--- config.mk ---
export PLATFORM = sky130hd
export DESIGN_NAME = sensor_scratchpad_crc_check
export DESIGN_NICKNAME = d
export VERILOG_FILES = /design/src/scc_pkg.sv /design/src/scc_frame.sv /design/src/scc_out_reg.sv /design/src/sensor_scratchpad_crc_check.sv
export SDC_FILE = /design/constraint.sdc
export NUM_CORES = 1
export LEC_CHECK = 0
export BUFFER_PORTS_ARGS = -buffer_cell sky130_fd_sc_hd__buf_2
export CAP_MARGIN = 20
export CORE_MARGIN = 8
export CORE_UTILIZATION = 50
export CTS_CLUSTER_DIAMETER = 150
export DETAILED_ROUTE_END_ITERATION = 10
export PLACE_DENSITY = 0.79
export SLEW_MARGIN = 0
export SYNTH_ARGS = -nofsm -noshare
export SYNTH_HDL_FRONTEND = slang
export SYNTH_SLANG_ARGS = --single-unit
--- constraint.sdc ---
create_clock -name aclk -period 4.2 [get_ports aclk]
set_clock_uncertainty 0.1 [all_clocks]
set_input_delay 0.42 -clock aclk [delete_from_list [all_inputs] [get_ports aclk]]
set_output_delay 0.42 -clock aclk [all_outputs]
set_load 0.01 [all_outputs]
--- src/scc_pkg.sv ---
// Package for the scratchpad CRC checker: frame constants, result type and
// the byte-wide reflected CRC-8 update. No dependencies.
`timescale 1ns / 1ps

package scc_pkg;

    localparam int unsigned CountWidth = 4;

    localparam logic [7:0]            CRC_POLY   = 8'h8C;
    localparam logic [CountWidth-1:0] FRAME_LOW  = 4'd0;
    localparam logic [CountWidth-1:0] FRAME_HIGH = 4'd1;
    localparam logic [CountWidth-1:0] FRAME_DATA = 4'd8;
    localparam logic [CountWidth-1:0] FRAME_DONE = 4'd9;

    typedef logic [CountWidth-1:0] count_t;

    typedef struct packed {
        logic               crc_ok;
        logic signed [15:0] temperature_raw;
        logic [7:0]         computed_crc;
    } result_t;

    // One byte through the reflected CRC-8, least significant bit first.
    function automatic logic [7:0] crc8_byte(input logic [7:0] crc_in,
                                             input logic [7:0] data_in);
        logic [7:0] c;
        c = crc_in;
        for (int k = 0; k < 8; k++) begin
            if (c[0] ^ data_in[k]) begin
                c = (c >> 1) ^ CRC_POLY;
            end else begin
                c = c >> 1;
            end
        end
        return c;
    endfunction

endpackage

--- src/scc_frame.sv ---
// Frame tracker: byte counter, running CRC and held temperature bytes.
// Depends on scc_pkg.
`timescale 1ns / 1ps

module scc_frame (
    input  logic             aclk,
    input  logic             aresetn,
    input  logic             accept,
    input  logic [7:0]       byte_value,
    input  logic             first_byte,
    output logic             emit,
    output scc_pkg::result_t result
);

    scc_pkg::count_t count_reg, count_next;
    logic [7:0]      crc_reg, crc_next;
    logic [7:0]      low_reg, low_next;
    logic [7:0]      high_reg, high_next;

    scc_pkg::count_t count_eff;
    logic [7:0]      crc_eff;

    always_comb begin
        // A start flag restarts the frame before the byte is taken.
        count_eff  = first_byte ? scc_pkg::FRAME_LOW : count_reg;
        crc_eff    = first_byte ? 8'h00 : crc_reg;
        count_next = count_reg;
        crc_next   = crc_reg;
        low_next   = low_reg;
        high_next  = high_reg;
        emit       = 1'b0;

        if (count_eff < scc_pkg::FRAME_DATA) begin
            if (count_eff == scc_pkg::FRAME_LOW) begin
                low_next = byte_value;
            end
            if (count_eff == scc_pkg::FRAME_HIGH) begin
                high_next = byte_value;
            end
            crc_next   = scc_pkg::crc8_byte(crc_eff, byte_value);
            count_next = count_eff + scc_pkg::count_t'(1);
        end else begin
            emit       = (count_eff == scc_pkg::FRAME_DATA) && accept;
            count_next = scc_pkg::FRAME_DONE;
        end

        result.crc_ok          = (crc_reg == byte_value);
        result.temperature_raw = {high_reg, low_reg};
        result.computed_crc    = crc_reg;
    end

    always_ff @(posedge aclk) begin
        if (!aresetn) begin
            count_reg <= scc_pkg::FRAME_LOW;
            crc_reg   <= 8'h00;
            low_reg   <= 8'h00;
            high_reg  <= 8'h00;
        end else if (accept) begin
            count_reg <= count_next;
            crc_reg   <= crc_next;
            low_reg   <= low_next;
            high_reg  <= high_next;
        end
    end

endmodule

--- src/scc_out_reg.sv ---
// Result register: holds one finished result until the downstream takes it.
// Depends on scc_pkg.
`timescale 1ns / 1ps

module scc_out_reg (
    input  logic             aclk,
    input  logic             aresetn,
    input  logic             load,
    input  scc_pkg::result_t load_data,
    input  logic             m_ready,
    output logic             m_valid,
    output logic             free,
    output scc_pkg::result_t m_data
);

    logic             valid_reg, valid_next;
    scc_pkg::result_t data_reg;

    // Space is available when empty or when the held result leaves now.
    assign free = !valid_reg || m_ready;

    always_comb begin
        valid_next = valid_reg;
        if (load) begin
            valid_next = 1'b1;
        end else if (m_ready) begin
            valid_next = 1'b0;
        end
    end

    always_ff @(posedge aclk) begin
        if (!aresetn) begin
            valid_reg <= 1'b0;
        end else begin
            valid_reg <= valid_next;
        end
    end

    always_ff @(posedge aclk) begin
        if (load) begin
            data_reg <= load_data;
        end
    end

    assign m_valid = valid_reg;
    assign m_data  = data_reg;

endmodule

--- src/sensor_scratchpad_crc_check.sv ---
// Top level of the scratchpad CRC checker: frame tracker plus result register.
// Depends on scc_pkg, scc_frame and scc_out_reg.
//
//   channel  direction  request carries
//   s_       in         one scratchpad byte and its start-of-frame flag
//   m_       out        crc_ok, temperature_raw, computed_crc per frame
//
// One byte is taken per cycle while s_ready is high, which falls only while a
// result is held and m_ready is low. The CRC update is a byte-wide step
// between the running CRC register and the next. A frame's result appears the
// cycle after its ninth byte. Synchronous reset clears byte count and CRC.
`timescale 1ns / 1ps

module sensor_scratchpad_crc_check (
    input  logic               aclk,
    input  logic               aresetn,
    input  logic               s_valid,
    output logic               s_ready,
    input  logic [7:0]         s_byte_value,
    input  logic               s_first_byte,
    output logic               m_valid,
    input  logic               m_ready,
    output logic               m_crc_ok,
    output logic signed [15:0] m_temperature_raw,
    output logic [7:0]         m_computed_crc
);

    logic             accept;
    logic             emit;
    logic             free;
    scc_pkg::result_t frame_result;
    scc_pkg::result_t out_data;

    assign s_ready = free;
    assign accept  = s_valid && free;

    scc_frame u_frame (
        .aclk       (aclk),
        .aresetn    (aresetn),
        .accept     (accept),
        .byte_value (s_byte_value),
        .first_byte (s_first_byte),
        .emit       (emit),
        .result     (frame_result)
    );

    scc_out_reg u_out_reg (
        .aclk      (aclk),
        .aresetn   (aresetn),
        .load      (emit),
        .load_data (frame_result),
        .m_ready   (m_ready),
        .m_valid   (m_valid),
        .free      (free),
        .m_data    (out_data)
    );

    assign m_crc_ok          = out_data.crc_ok;
    assign m_temperature_raw = out_data.temperature_raw;
    assign m_computed_crc    = out_data.computed_crc;

endmodule

==> results by group <==
Routing
  – Pre-Repair DR Iteration Count: 4
  – Via density: 5.27
  – Final wirelength: 4.43 mm
  – Starting DRT DRC Count: 162
  – Drt wl/cell: 15.1 µm
  – Post-DRT Antenna Nets: 0
  – Via count: 1543
  – # DRC: 0

Critical path
  – CP Launch Point: s_first_byte
  – R2R depth: 5
  – CP Capture Point: u_out_reg.m_data[1]
  – Crit start category: input pin
  – Worst reg-to-reg setup slack: 1.81 ns
  – Reg-to-Reg End: u_out_reg.m_data[1]
  – Kind of critical path: in -> reg
  – Crit Path Max Fanout: 25
  – CP endpoint kind: register
  – Reg2reg start: u_frame.count_reg[1]
  – Crit path DAT: 2.37 ns
  – Critical Path RT: 4.03 ns

Power and ir drop
  – Clock power share: 26.6%
  – Psw: 0.000357 W
  – Sw Ratio: 27.4%
  – Combinational power share: 24.6%
  – Pwr dens: 499 nW/µm²
  – Seq pwr share: 48.8%
  – Cell internal pwr: 0.000946 W
  – VDD IR max: 0.000167 V
  – Leak: 1.00 nW

Timing
  – Slew Limit Fails: 0
  – Tcrit/Tclk final: 60.4%
  – Max frequency: 394 MHz
  – Tmin final: 2.53 ns
  – Slew @ Worst Pin: 0.937 ns
  – Fin. Hold Viols: 0
  – Worst slew margin: 37.4%
  – RSZ-0062 raised after global routing: false
  – Fin Setup TNS: 0 ns
  – Final Setup Violations: 0

Logic synthesis
  – Post-synthesis sequential area ratio: 58.3%
  – Synth unique cells: 32
  – Synth top area share: 32.9%
  – Synth Area in Compound Gates: 6.80%
  – Largest cells by area after synthesis: edfxtp_1 33%, dfxtp_1 25%, xnor2_1 9.6%, mux2i_1 3.9%, nand2_1 3.6%
  – Synth Instances: 203
  – Ys Warns: 0
  – XOR/XNOR Fraction of Synth Area: 13.8%
  – Cell area after synthesis: 2280 µm²
  – Register bit count reported by yosys: 54
  – Mapped Nets: 219
  – Syn Area/Cell: 11.2 µm²
  – Main combinational cell family by area after synthesis: XOR/XNOR gates
  – Post-synthesis mux area share: 3.95%
  – Post-synth top area cell: edfxtp_1
  – Adder-cell area share of the yosys netlist: 1.64%
  – Simple logic cell fraction of the synthesized area: 12.3%

Min path
  – Worst hold stages: 3
  – Hold crit path type: in -> reg
  – Hold path start: aresetn

Cells and area
  – Sequential cell area: 1330 µm²
  – Final Core Density: 59.6%
  – Multi-input gate area: 877 µm²
  – Most common cell after layout, fill and taps aside: buf_2
  – Nets: 256
  – Most frequent cells in the layout: 39 x buf_2, 29 x dfxtp_1, 25 x xnor2_1, 25 x edfxtp_1, 22 x nand2_1
  – Syn-to-layout area delta: 14.6%
  – Number of antenna repair diodes: 0
  – Fill cells: 352
  – Max reg flops: 25
  – Layout cells sized above 1: 21.6%

Flow run
  – Max_cap viols: 0

Clock tree
  – TritonCTS clock tree: yes
  – Depth of the CTS H-tree: 2
  – Total CTS buffers: 5
  – Clk_lat worst skew: 0.30 ns
  – Clock Path Buffers: 2
  – Number of setup buffers added after CTS: 0
  – Post-CTS resize count: 0
  – Clk slew on worst S/H paths: 0.10 ns
  – CTS root buffer: clkbuf_8
  – Clk sink count: 54
  – Hold-fix buffers at CTS: 0

Placement
  – Placer Congestion: 0.829
  – PortBufs: 39
  – Post-detail-place hpwl: 3.23 mm

Die
  – Rows: 24
  – Core Region: 4380 µm²
  – Die width: 83.6 µm
  – Starting density of the core: 52.1%
  – Ports: 40
  – Die Area: 6980 µm²
  – Die Ht: 83.6 µm

Global routing
  – Total gr overflow: 0
  – First-pass GRT wire length: 7.47 mm
  – GRT Total Usage: 13.0%
  – Largest net degree at the start of global routing: 28
  – Vias in the first global route: 1580
  – Initial antenna violation count: 0

Status
  – Status: completed
==> power by group through the flow <==
stage          sequential, W  clock (W)  combinational, W
6_report            0.000636   0.000346          0.000321
5_1_grt             0.000644   0.000377          0.000354
4_1_cts             0.000636   0.000357          0.000322
3_5_place_dp        0.000648          0          0.000320
3_3_place_gp        0.000647          0          0.000315
2_1_floorplan       0.000634          0          0.000280
==> area by class of cell <==
type                    count  share of cell area (%)
well taps                  52                    2.49
repair buffers             40                    7.75
inverters                   6                   0.861
clock buffers               5                    2.63
clock inverters             3                    1.82
flip-flops and latches     54                    50.9
multi-input cells         133                    33.5
==> synthesized netlist by cell type, drive strengths merged <==
master / number
nand2b: 2
xor2: 2
xnor3: 2
or2: 1
edfxtp: 25
nor2: 18
clkbuf: 3
nor2b: 2
o21ai: 4
mux2i: 9
and2: 1
xnor2: 27
dfxtp: 29
a41oi: 1
a22oi: 1
a211oi: 3
nand2: 22
or4: 1
a21oi: 17
nand3: 12
buf: 7
nand4: 2
ha: 3
o211ai: 1
clkinv: 1
nor3: 2
inv: 5
==> cell families after synthesis <==
logic type | count (synthesis)
buffers and inverters | 16
AO/OA/AOI/OAI | 27
AND/OR/NAND/NOR | 63
multiplexers | 9
adder cells (fa/ha/maj) | 3
XOR/XNOR | 31
flip-flops | 54
==> through the flow <==
step                      instance area (µm²)  instances  hold WS [ns]  power [W]  setup WS (ns)
after floorplan                          2280        203         0.308   0.000914           1.69
after global placement                   2500        285         0.312   0.000962           1.41
after detailed placement                 2500        285         0.323   0.000969           1.31
after CTS                                2620        293         0.281    0.00132           1.63
after global routing                     2620        293         0.301    0.00137           1.52
final                                    2620        293         0.291    0.00130           1.67
==> worst max-delay path, stage by stage <==
cell,delay [ns]
buf_2,0.20
inv_1,0.14
nand2_1,0.14
ha_1,0.19
inv_1,0.05
or4_1,0.52
inv_1,0.70
==> worst min-delay path by stage <==
stage                                       to  slack, ns
after floorplan           u_out_reg.m_data[10]       0.31
after global placement    u_out_reg.m_data[11]       0.31
after detailed placement  u_out_reg.m_data[16]       0.32
after CTS                   u_frame.crc_reg[1]       0.28
after global routing        u_frame.crc_reg[7]       0.30
final                       u_frame.crc_reg[1]       0.29
==> metal layers <==
layer / track usage, % / vias to the layer above / wire [µm]
met5: 0 / - / 0
met4: 6.12 / 0 / 97
met3: 4.20 / 9 / 235
met2: 21.1 / 41 / 2130
met1: 15.1 / 726 / 1970
li1: - / 767 / -
Note: power is estimated with default switching activity, not from simulation.
